$ cat config.mk
export PLATFORM = sky130hd
export DESIGN_NAME = cascade_or_leadlag_angle_controller_unit
export DESIGN_NICKNAME = d
export VERILOG_FILES = /design/src/hw/rtl/colac_pkg.sv /design/src/hw/rtl/colac_mul.sv /design/src/hw/rtl/cascade_or_leadlag_angle_controller_unit.sv
export SDC_FILE = /design/constraint.sdc
export NUM_CORES = 2
export LEC_CHECK = 0
export BUFFER_PORTS_ARGS = -buffer_cell sky130_fd_sc_hd__buf_2
export CORE_MARGIN = 1.5
export CORE_UTILIZATION = 60
export CTS_CLUSTER_SIZE = 30
export DETAILED_ROUTE_END_ITERATION = 16
export GPL_TIMING_DRIVEN = 0
export PLACE_DENSITY = 0.81
export SYNTH_ARGS = -nofsm -noshare
export SYNTH_HDL_FRONTEND = slang
export SYNTH_SLANG_ARGS = --single-unit
$ cat constraint.sdc
create_clock -name clk -period 11.7 [get_ports clk]
set_input_delay 0.585 -clock clk [delete_from_list [all_inputs] [get_ports clk]]
set_output_delay 0.585 -clock clk [all_outputs]
set_load 0.03 [all_outputs]
$ cat src/hw/rtl/colac_pkg.sv
// Shared types, constants and saturation helpers for the angle controller.
// No dependencies; every other file in hw/rtl imports this package.
package colac_pkg;

  localparam int WORD_W       = 32;
  localparam int FRAC_DEFAULT = 16;
  localparam int ACC_W        = WORD_W + 3;
  localparam int CFG_IDX_W    = 4;
  localparam int OP_CNT_W     = 3;

  localparam logic [CFG_IDX_W-1:0] REG_MODE   = 4'd0;
  localparam logic [CFG_IDX_W-1:0] REG_OUTER  = 4'd1;
  localparam logic [CFG_IDX_W-1:0] REG_INNER  = 4'd2;
  localparam logic [CFG_IDX_W-1:0] REG_FB_ONE = 4'd3;
  localparam logic [CFG_IDX_W-1:0] REG_FB_TWO = 4'd4;
  localparam logic [CFG_IDX_W-1:0] REG_FF_ZRO = 4'd5;
  localparam logic [CFG_IDX_W-1:0] REG_FF_ONE = 4'd6;
  localparam logic [CFG_IDX_W-1:0] REG_FF_TWO = 4'd7;

  localparam logic MODE_CASCADE  = 1'b0;
  localparam logic MODE_LEADLAG  = 1'b1;

  localparam logic [OP_CNT_W-1:0] OP_FB_ONE = 3'd0;
  localparam logic [OP_CNT_W-1:0] OP_FB_TWO = 3'd1;
  localparam logic [OP_CNT_W-1:0] OP_FF_ZRO = 3'd2;
  localparam logic [OP_CNT_W-1:0] OP_FF_ONE = 3'd3;
  localparam logic [OP_CNT_W-1:0] OP_FF_TWO = 3'd4;
  localparam logic [OP_CNT_W-1:0] LEADLAG_OPS = 3'd5;
  localparam logic [OP_CNT_W-1:0] CASCADE_OPS = 3'd1;

  localparam logic signed [WORD_W-1:0] WORD_MAX = {1'b0, {(WORD_W-1){1'b1}}};
  localparam logic signed [WORD_W-1:0] WORD_MIN = {1'b1, {(WORD_W-1){1'b0}}};

  typedef struct packed {
    logic signed [WORD_W-1:0] angle_target;
    logic signed [WORD_W-1:0] angle_measured;
    logic signed [WORD_W-1:0] angle_rate;
  } in_beat_t;

  typedef struct packed {
    logic signed [WORD_W-1:0] accel_command;
    logic                     saturated;
  } out_beat_t;

  typedef struct packed {
    logic                     start;
    logic signed [WORD_W-1:0] a;
    logic signed [WORD_W-1:0] b;
  } mul_req_t;

  typedef struct packed {
    logic                     done;
    logic                     clip;
    logic signed [WORD_W-1:0] q;
  } mul_rsp_t;

  typedef struct packed {
    logic                     clip;
    logic signed [WORD_W-1:0] value;
  } sat_t;

  typedef enum logic [2:0] {
    ST_IDLE,
    ST_DIFF,
    ST_ISSUE,
    ST_DRAIN,
    ST_SUB,
    ST_FINISH
  } state_t;

  function automatic sat_t sat_one(input logic signed [WORD_W:0] x);
    sat_t r;
    r.clip  = x[WORD_W] != x[WORD_W-1];
    r.value = r.clip ? (x[WORD_W] ? WORD_MIN : WORD_MAX) : x[WORD_W-1:0];
    return r;
  endfunction

  function automatic sat_t sat_acc(input logic signed [ACC_W-1:0] x);
    sat_t r;
    r.clip  = !((&x[ACC_W-1:WORD_W-1]) || !(|x[ACC_W-1:WORD_W-1]));
    r.value = r.clip ? (x[ACC_W-1] ? WORD_MIN : WORD_MAX) : x[WORD_W-1:0];
    return r;
  endfunction

endpackage

$ cat src/hw/rtl/colac_mul.sv
// Shared two-stage fixed-point multiplier: product register, then floor
// shift and saturation to one word. Depends on colac_pkg.
module colac_mul #(
  parameter int FRAC_BITS = colac_pkg::FRAC_DEFAULT
) (
  input  logic                clk,
  input  logic                rst,
  input  colac_pkg::mul_req_t req,
  output colac_pkg::mul_rsp_t rsp
);
  import colac_pkg::*;

  logic signed [2*WORD_W-1:0] prod;
  logic signed [2*WORD_W-1:0] shifted;
  logic                       prod_valid;
  logic                       fits;

  assign shifted = prod >>> FRAC_BITS;
  assign fits    = (&shifted[2*WORD_W-1:WORD_W-1]) || !(|shifted[2*WORD_W-1:WORD_W-1]);

  always_ff @(posedge clk) begin
    prod     <= req.a * req.b;
    rsp.clip <= !fits;
    rsp.q    <= fits ? shifted[WORD_W-1:0]
                     : (shifted[2*WORD_W-1] ? WORD_MIN : WORD_MAX);
    if (rst) begin
      prod_valid <= 1'b0;
      rsp.done   <= 1'b0;
    end else begin
      prod_valid <= req.start;
      rsp.done   <= prod_valid;
    end
  end

endmodule

$ cat src/hw/rtl/cascade_or_leadlag_angle_controller_unit.sv
// Angle controller top level: cascade or lead-lag law on one shared multiplier.
// Depends on colac_pkg and colac_mul.
//
// Usage:
//   in channel  (in_valid/in_ready/in_data): one beat carries the commanded
//     angle, measured angle and angular rate, all signed Q16.16.
//   out channel (out_valid/out_ready/out_data): one beat per input beat with
//     the saturated acceleration command and a clip flag.
//   cfg channel (cfg_valid/cfg_ready/cfg_index/cfg_data): always ready;
//     indexes 0..7 write mode, gains and coefficients, others are dropped.
//     Write only while the block is idle.
// Timing: in lead-lag mode the five products are issued back to back; in cascade
//   mode the two products are dependent, the second issued after the first drains.
//   in_ready returns together with out_valid, so a new beat is not taken before
//   the last one is finished; every product passes the two-stage multiplier.
// Reset: mode goes to lead-lag, all gains and history to zero, no beat held.
// A stalled receiver holds the result in the output register; a new input
//   beat is still taken and worked on, and its result waits until it drains.
module cascade_or_leadlag_angle_controller_unit #(
  parameter int FRAC_BITS = colac_pkg::FRAC_DEFAULT
) (
  input  logic                                  clk,
  input  logic                                  rst,
  input  logic                                  in_valid,
  output logic                                  in_ready,
  input  colac_pkg::in_beat_t                   in_data,
  output logic                                  out_valid,
  input  logic                                  out_ready,
  output colac_pkg::out_beat_t                  out_data,
  input  logic                                  cfg_valid,
  output logic                                  cfg_ready,
  input  logic [colac_pkg::CFG_IDX_W-1:0]       cfg_index,
  input  logic signed [colac_pkg::WORD_W-1:0]   cfg_data
);
  import colac_pkg::*;

  state_t state;
  state_t state_next;

  logic                     mode;
  logic signed [WORD_W-1:0] outer_gain;
  logic signed [WORD_W-1:0] inner_gain;
  logic signed [WORD_W-1:0] fb_one;
  logic signed [WORD_W-1:0] fb_two;
  logic signed [WORD_W-1:0] ff_zro;
  logic signed [WORD_W-1:0] ff_one;
  logic signed [WORD_W-1:0] ff_two;

  in_beat_t                 sample;
  logic signed [WORD_W-1:0] err;
  logic signed [WORD_W-1:0] sub_val;
  logic signed [ACC_W-1:0]  acc;
  logic                     flag;
  logic [OP_CNT_W-1:0]      issue_cnt;
  logic [OP_CNT_W-1:0]      got_cnt;
  logic [OP_CNT_W-1:0]      n_ops;
  logic                     phase;

  logic signed [WORD_W-1:0] error_prev;
  logic signed [WORD_W-1:0] error_prev2;
  logic signed [WORD_W-1:0] output_prev;
  logic signed [WORD_W-1:0] output_prev2;

  mul_req_t mul_req;
  mul_rsp_t mul_rsp;
  sat_t     diff_sat;
  sat_t     sub_sat;
  sat_t     acc_sat;
  logic     finish_fire;

  colac_mul #(.FRAC_BITS(FRAC_BITS)) u_mul (
    .clk (clk),
    .rst (rst),
    .req (mul_req),
    .rsp (mul_rsp)
  );

  assign cfg_ready = 1'b1;
  assign n_ops     = (mode == MODE_LEADLAG) ? LEADLAG_OPS : CASCADE_OPS;
  assign diff_sat  = sat_one({sample.angle_target[WORD_W-1], sample.angle_target}
                           - {sample.angle_measured[WORD_W-1], sample.angle_measured});
  assign sub_sat   = sat_one({acc[WORD_W-1], acc[WORD_W-1:0]}
                           - {sample.angle_rate[WORD_W-1], sample.angle_rate});
  assign acc_sat   = sat_acc(acc);

  always_comb begin
    state_next = state;
    case (state)
      ST_IDLE:   if (in_valid) state_next = ST_DIFF;
      ST_DIFF:   state_next = ST_ISSUE;
      ST_ISSUE:  if (issue_cnt == n_ops - 3'd1) state_next = ST_DRAIN;
      ST_DRAIN: begin
        if (got_cnt == n_ops) begin
          state_next = (mode == MODE_CASCADE && !phase) ? ST_SUB : ST_FINISH;
        end
      end
      ST_SUB:    state_next = ST_ISSUE;
      ST_FINISH: if (!out_valid || out_ready) state_next = ST_IDLE;
      default:   state_next = ST_IDLE;
    endcase
  end

  always_comb begin
    in_ready      = state == ST_IDLE;
    finish_fire   = state == ST_FINISH && (!out_valid || out_ready);
    mul_req.start = state == ST_ISSUE;
    mul_req.a     = '0;
    mul_req.b     = '0;
    if (mode == MODE_CASCADE) begin
      mul_req.a = phase ? sub_val : err;
      mul_req.b = phase ? inner_gain : outer_gain;
    end else begin
      case (issue_cnt)
        OP_FB_ONE: begin mul_req.a = fb_one; mul_req.b = output_prev;  end
        OP_FB_TWO: begin mul_req.a = fb_two; mul_req.b = output_prev2; end
        OP_FF_ZRO: begin mul_req.a = ff_zro; mul_req.b = err;          end
        OP_FF_ONE: begin mul_req.a = ff_one; mul_req.b = error_prev;   end
        OP_FF_TWO: begin mul_req.a = ff_two; mul_req.b = error_prev2;  end
        default:   begin mul_req.a = '0;     mul_req.b = '0;           end
      endcase
    end
  end

  always_ff @(posedge clk) begin
    if (rst) begin
      state     <= ST_IDLE;
      out_valid <= 1'b0;
      issue_cnt <= '0;
      got_cnt   <= '0;
      phase     <= 1'b0;
      flag      <= 1'b0;
    end else begin
      state <= state_next;
      if (finish_fire) begin
        out_valid <= 1'b1;
      end else if (out_ready) begin
        out_valid <= 1'b0;
      end
      if (mul_rsp.done) begin
        got_cnt <= got_cnt + 3'd1;
        flag    <= flag | mul_rsp.clip;
      end
      case (state)
        ST_DIFF: begin
          issue_cnt <= '0;
          got_cnt   <= '0;
          phase     <= 1'b0;
          flag      <= diff_sat.clip;
        end
        ST_ISSUE: issue_cnt <= issue_cnt + 3'd1;
        ST_SUB: begin
          issue_cnt <= '0;
          got_cnt   <= '0;
          phase     <= 1'b1;
          flag      <= flag | sub_sat.clip;
        end
        default: ;
      endcase
    end
  end

  always_ff @(posedge clk) begin
    if (rst) begin
      mode         <= MODE_LEADLAG;
      outer_gain   <= '0;
      inner_gain   <= '0;
      fb_one       <= '0;
      fb_two       <= '0;
      ff_zro       <= '0;
      ff_one       <= '0;
      ff_two       <= '0;
      error_prev   <= '0;
      error_prev2  <= '0;
      output_prev  <= '0;
      output_prev2 <= '0;
    end else begin
      if (cfg_valid && cfg_ready) begin
        case (cfg_index)
          REG_MODE:   mode       <= cfg_data[0];
          REG_OUTER:  outer_gain <= cfg_data;
          REG_INNER:  inner_gain <= cfg_data;
          REG_FB_ONE: fb_one     <= cfg_data;
          REG_FB_TWO: fb_two     <= cfg_data;
          REG_FF_ZRO: ff_zro     <= cfg_data;
          REG_FF_ONE: ff_one     <= cfg_data;
          REG_FF_TWO: ff_two     <= cfg_data;
          default: ;
        endcase
      end
      if (finish_fire && mode == MODE_LEADLAG) begin
        output_prev2 <= output_prev;
        output_prev  <= acc_sat.value;
        error_prev2  <= error_prev;
        error_prev   <= err;
      end
    end
  end

  always_ff @(posedge clk) begin
    if (in_valid && in_ready) begin
      sample <= in_data;
    end
    if (mul_rsp.done) begin
      acc <= acc + {{(ACC_W-WORD_W){mul_rsp.q[WORD_W-1]}}, mul_rsp.q};
    end
    case (state)
      ST_DIFF: begin
        err <= diff_sat.value;
        acc <= '0;
      end
      ST_SUB: begin
        sub_val <= sub_sat.value;
        acc     <= '0;
      end
      default: ;
    endcase
    if (finish_fire) begin
      out_data.accel_command <= acc_sat.value;
      out_data.saturated     <= flag | acc_sat.clip;
    end
  end

endmodule

**After elaboration in Yosys (flattened, before gate mapping)**

Index checks and enable logic that the tools add are counted.

- Add/subtract/negate cells: 6
- Multiply operators: 1
- Eq/ne operators: 24
- Mux-type cells: 25
- Bitwise logic cells: 4
- Reduce and logical (&&, ||, !) cells: 35

Operators with widths:

| cell | number |
|---|---|
| $mux W32 | 10 |
| $pmux W64 S5 | 1 |
| $sub A32 B32 Y33 | 2 |
| $mul A32 B32 Y64 | 1 |
| $mux W64 | 1 |
| $add A35 B35 Y35 | 1 |
| $reduce_and A17 Y1 | 1 |
| $reduce_or A17 Y1 | 1 |
| $eq A4 B3 Y1 const B | 4 |
| $reduce_and A2 Y1 | 8 |
| $mux W3 | 5 |
| $pmux W3 S5 | 1 |
| $eq A3 B2 Y1 const B | 4 |
| $eq A3 B3 Y1 const B | 3 |
| $eq A4 B2 Y1 const B | 2 |
| $ne A2 B2 Y1 const B | 4 |
| $reduce_and A4 Y1 | 2 |
| $add A3 B1 Y3 const B | 2 |
| $eq A3 B1 Y1 const B | 2 |
| $eq A3 B3 Y1 | 2 |
| $logic_not A1 Y1 | 6 |
| $logic_not A3 Y1 | 2 |
| $pmux W3 S2 | 1 |
| $reduce_bool A2 Y1 | 3 |
| other kinds (14) | 26 |

- Bits in registers: 692
- Input port bits: 137
- Output and inout bits: 36

**Logic depth before layout (Yosys ltp)**

- Depth after elaboration: 5
- Mapped depth: 41
- Depth with buffers taken out: 35

**By module**

Synthesis repeated with hierarchy kept, for this count alone.

- Cells, all modules: 7155
- Area, all modules: 66120.9 um^2

Modules (own cells, without submodules):

| module | times used | cells each | area each (um^2) |
|---|---|---|---|
| colac_mul | 1 | 3915 | 37569.8 |
| cascade_or_leadlag_angle_controller_unit | 1 | 3240 | 28551.1 |

**Least setup slack after synthesis**

Ideal clock, no wire load.

- Path kind: register to register
- From: reg issue_cnt[2]
- To: reg u_mul.prod[61]
- Data arrival time: 9541 ps
- Setup slack: 2087 ps
- Cell stages (with the launch flop): 39
- Path buffers: 7
- Clock period less this slack: 9613 ps
- Cells stage by stage: dfxtp_1 -> clkbuf_1 -> clkbuf_1 -> clkbuf_1 -> inv_1 -> ha_1 -> clkbuf_1 -> clkbuf_1 -> clkbuf_1 -> a22oi_1 -> nand3_1 -> nand2_1 -> o21a_1 -> clkbuf_1 -> nor2_1 -> fa_1 -> inv_1 -> fa_1 -> (+3 left out) -> inv_1 -> fa_1 -> inv_1 -> fa_1 -> inv_1 -> fa_1 -> inv_1 -> fa_1 -> ha_1 -> a21o_1 -> a21o_1 -> a211oi_1 -> o21ai_0 -> a21oi_1 -> o21ai_0 -> a22oi_1 -> nor2b_1 -> xnor2_1

- Cells in the longest elaborated chain, start to end: 4
- Elaborated cells between the ends (all ways): 8

Ends and longest elaborated chain:

| element | line | source |
|---|---|---|
| start: declaration | cascade_or_leadlag_angle_controller_unit.sv:54 | `logic [OP_CNT_W-1:0] issue_cnt;` |
| start signal: assignment | cascade_or_leadlag_angle_controller_unit.sv:150 | `ST_ISSUE: issue_cnt <= issue_cnt + 3'd1;` |
| $eq A3 B3 Y1, or another cell as far along | cascade_or_leadlag_angle_controller_unit.sv:113 | `case (issue_cnt)` |
| $pmux W64 S5 (*) | cascade_or_leadlag_angle_controller_unit.sv:113 |  |
| $mux W64 (*) | cascade_or_leadlag_angle_controller_unit.sv:109 | `if (mode == MODE_CASCADE) begin` |
| $mul A32 B32 Y64 (*) | colac_mul.sv:22 | `prod <= req.a * req.b;` |
| end signal: assignment | colac_mul.sv:22 |  |
| end: declaration | colac_mul.sv:13 | `logic signed [2*WORD_W-1:0] prod;` |

Mark *: on every way between the ends. The rest lies on a longest branch, timed or not.
A chain may end at the register's enable or synchronous reset.

**Worst setup path in the final report**

- From: reg issue_cnt[2]
- To: reg u_mul.prod[59]

Same word-level chain as after synthesis.

==> impl_metrics.csv <==
group,metric,value,unit
drt,wl_per_cell,27.82,um
clock_tree,cts_buffer_depth,3,
placed_design,placed_area,68430,um2
clock_tree,clkSinkCount,676,
clock_tree,clk_pin_slew,0.06,ns
drt,route.layer.met1.wl,93130,um
drt,vias,55180,
timing,worst_pin_slew,1.376,ns
finish,drive_gt1_share,7.552,%
placed_design,numPortBuffers,169,
drt,drc,0,
finish,layout.nets,9073,
worst_setup_path,cp_slowest_cell,"o21a_1",
worst_hold_path,whs_path_depth,1,
timing,layout_setup_ws,-0.01188,ns
floorplanning,io_pins,173,
synthesis,synth.area.mux_share,1.347,%
drt,vias_per_cell,6.101,
timing,fmax,85.38,MHz
pwr,worst_ir_drop_vdd,0.1462,mV
finish,postLayoutCoreUtil,65.97,%
drt,first_pass_iters,9,
clock_tree,root_buffer,"clkbuf_16",
floorplanning,core,108600,um2
outcome,violations,"negative setup slack",
clock_tree,cts_tree,"done",
timing,finalHoldViolCount,0,
timing,fin_crit_sh,100.1,%
worst_setup_path,critical_path_class,"flip-flop to flip-flop",
grt,grt_pass1_wl,367400,um
worst_hold_path,hold_start,"in_data[90]",
placed_design,place_hpwl,207100,um
pwr,leakage,32.36,nW
finish,syn2layout_area_growth,9.348,%
synthesis,synth-xor-area-share,2.004,%
pwr,p_per_area,91.04,nW/um2
worst_hold_path,min_to,"sample[90]",
synthesis,synth.distinct_cells,87,
drt,initialDrtViolationCount,6535,
grt,grt_max_degree,74,
placed_design,place_inst,8915,
worst_hold_path,min_path_type,"input pin to flip-flop",
worst_setup_path,end_kind,"flip-flop",
floorplanning,rows,121,
drt,routed_wl,251600,um
worst_setup_path,worstPathMaxFanout,10,
clock_tree,htreeDepth,3,
floorplanning,die_w,333.4,um
synthesis,syn-mean-instance-area,8.960,um2
worst_setup_path,r2r-start,"issue_cnt[2]",
synthesis,synth_area,65490,um2
synthesis,synth-simple-area-share,14.39,%
drt,dr.max_layer_used,"met5",
synthesis,synth_top_flop_cell,"dfxtp_1",
synthesis,synth_top_family_by_area,"adder cells",
placed_design,gp_congestion,1.109,
floorplanning,dieArea,111100,um2
finish,final_cells,9045,
synthesis,synth-compound-area-share,10.97,%
timing,setup_viol,1,
synthesis,yosysSeqAreaShare,23.61,%
clock_tree,clock_latency,0.68,ns
timing,worst_clock_skew,0.06951,ns
job,drv_cap,0,
worst_setup_path,r2r_end,"u_mul.prod[59]",
drt,dr_wl_met2,106300,um
synthesis,synth_edf_count,193,
worst_setup_path,cp_common_cell,"fa_1",
outcome,status,"finished with violations",
synthesis,synthAdderAreaFrac,38.87,%
grt,antenna_found_initial,11,
timing,slew_headroom,7.276,%
synthesis,synth-seq-cells,676,
worst_setup_path,critPathRequiredTime,12.27,ns
grt,overflow,0,
synthesis,async_flop_share,0,%
worst_setup_path,ff2ff_path_depth,34,
timing,drv_slew,0,
drt,route.antenna.remaining_nets,0,
floorplanning,die_y,333.4,um
finish,finalInstanceArea,71610,um2
worst_setup_path,critPathLaunchType,"flip-flop",
drt,dr_wl_met3,33370,um
clock_tree,numCtsBuffers,74,
synthesis,synthesis.nets,8815,
worst_setup_path,arrival,12.29,ns
timing,min_period,11.71,ns
worst_setup_path,slowest_delay,0.88,ns
floorplanning,start_util,60.33,%
grt,grt_pass1_vias,55620,
grt,gr-usage-all-layers,45.98,%
synthesis,ys.warnings.count,0,
worst_setup_path,r2r_slack,-0.01,ns
synthesis,netlist_instances,7309,
worst max path at each step:
stage	start	cells after the start	to
CTS	issue_cnt[2]	37	u_mul.prod[61]
global route	issue_cnt[0]	35	u_mul.prod[59]
global placement	issue_cnt[2]	36	u_mul.prod[61]
floorplan	issue_cnt[2]	38	u_mul.prod[61]
finish	issue_cnt[2]	34	u_mul.prod[59]
detailed placement	issue_cnt[2]	36	u_mul.prod[61]
state kept, by name, indices dropped and copies added, names as in the netlist, 33 cells and up:
| name | flops |
|---|---|
| acc | 35 |
| out_data | 33 |
| sample | 96 |
| u_mul.rsp | 34 |
| u_mul.prod | 48 |
where the power goes:
part / switching [mW] / internal (mW) / leakage, nW
registers: 0.131 / 2.59 / 5.71
logic: 0.856 / 0.429 / 25.4
clock network: 1.05 / 1.46 / 1.25
worst max-delay path, delay by kind of cell, from the launching register on:
family	cells	cell delay [ns]
xor+xnor	1	0.17
buf+inv	11	2.33
flops	1	0.44
compound gates	6	2.58
fa+ha+maj	10	4.75
simple gates	6	1.35
metal layers:
metal	GRT usage, %	up-vias
li1	-	23420
met1	59.10	27350
met2	67.45	3548
met3	15.45	842
met4	27.76	18
met5	0	-
area by class of cell:
type / count / area, um2
Timing Repair Buffer: 206 / 1242
Inverter: 1124 / 4227
Buffer: 382 / 1703
Tap cell: 1414 / 1769
Fill cell: 9063 / 36940
Antenna cell: 4 / 10.01
Clock buffer: 95 / 2011
Clock inverter: 41 / 615.6
Multi-Input combinational cell: 5103 / 44570
Sequential cell: 676 / 15460
stage by stage:
stage / setup slack, ns / hold WS [ns] / power [mW] / setup TNS [ns]
6_report: -0.01188 / 0.07536 / 6.520 / -0.01188
5_1_grt: -0.06563 / 0.07106 / 6.688 / -0.1127
4_1_cts: 0.0003180 / 0.06011 / 6.462 / 0
3_5_place_dp: -2.946 / 0.4099 / 3.980 / -96.93
3_3_place_gp: -3.123 / 0.4049 / 3.959 / -103.09
2_1_floorplan: 2.087 / 0.4035 / 3.490 / 0
kinds of logic after synthesis:
kind of cell,Yosys count
adders and majority gates,1387
xor gates and xnor gates,149
AOI/OAI and AO/OA,1165
DFF,676
other,1
and+or+nand+nor,2313
muxes,88
buffers and inverters,1530
what timing repair did:
item,CTS,global route
endpoints found under the setup margin,48,29
resized for setup,129,192
pin swaps,3,3
hold buffers,0,0
buffers inserted,10,2
cell usage in the layout, fill, tap and decap left out, drive strengths merged, types with 30 or more instances in the layout:
cell	instances
dfxtp	483
nand2b	38
fa	1084
inv	1127
xor2	47
and2	57
a22oi	113
nor2	621
o21a	66
mux2i	87
a21o	141
edfxtp	193
nand2	1368
ha	285
clkbuf	438
nor3	34
nor2b	30
xnor2	102
o21ai	161
buf	241
a21oi	529
nand3	72
synthesized netlist by cell type, drive strengths merged (113+ instances only):
| master | instances | area [um2] |
|---|---|---|
| edfxtp | 193 | 5796 |
| fa | 1084 | 21700 |
| a21o | 141 | 1059 |
| a21oi | 529 | 2648 |
| inv | 1124 | 4219 |
| ha | 285 | 3566 |
| clkbuf | 362 | 1359 |
| dfxtp | 483 | 9669 |
| nor2 | 621 | 2338 |
| a22oi | 113 | 848.3 |
| o21ai | 161 | 809.5 |
| nand2 | 1368 | 5135 |
(Power assumes the default switching activity.)
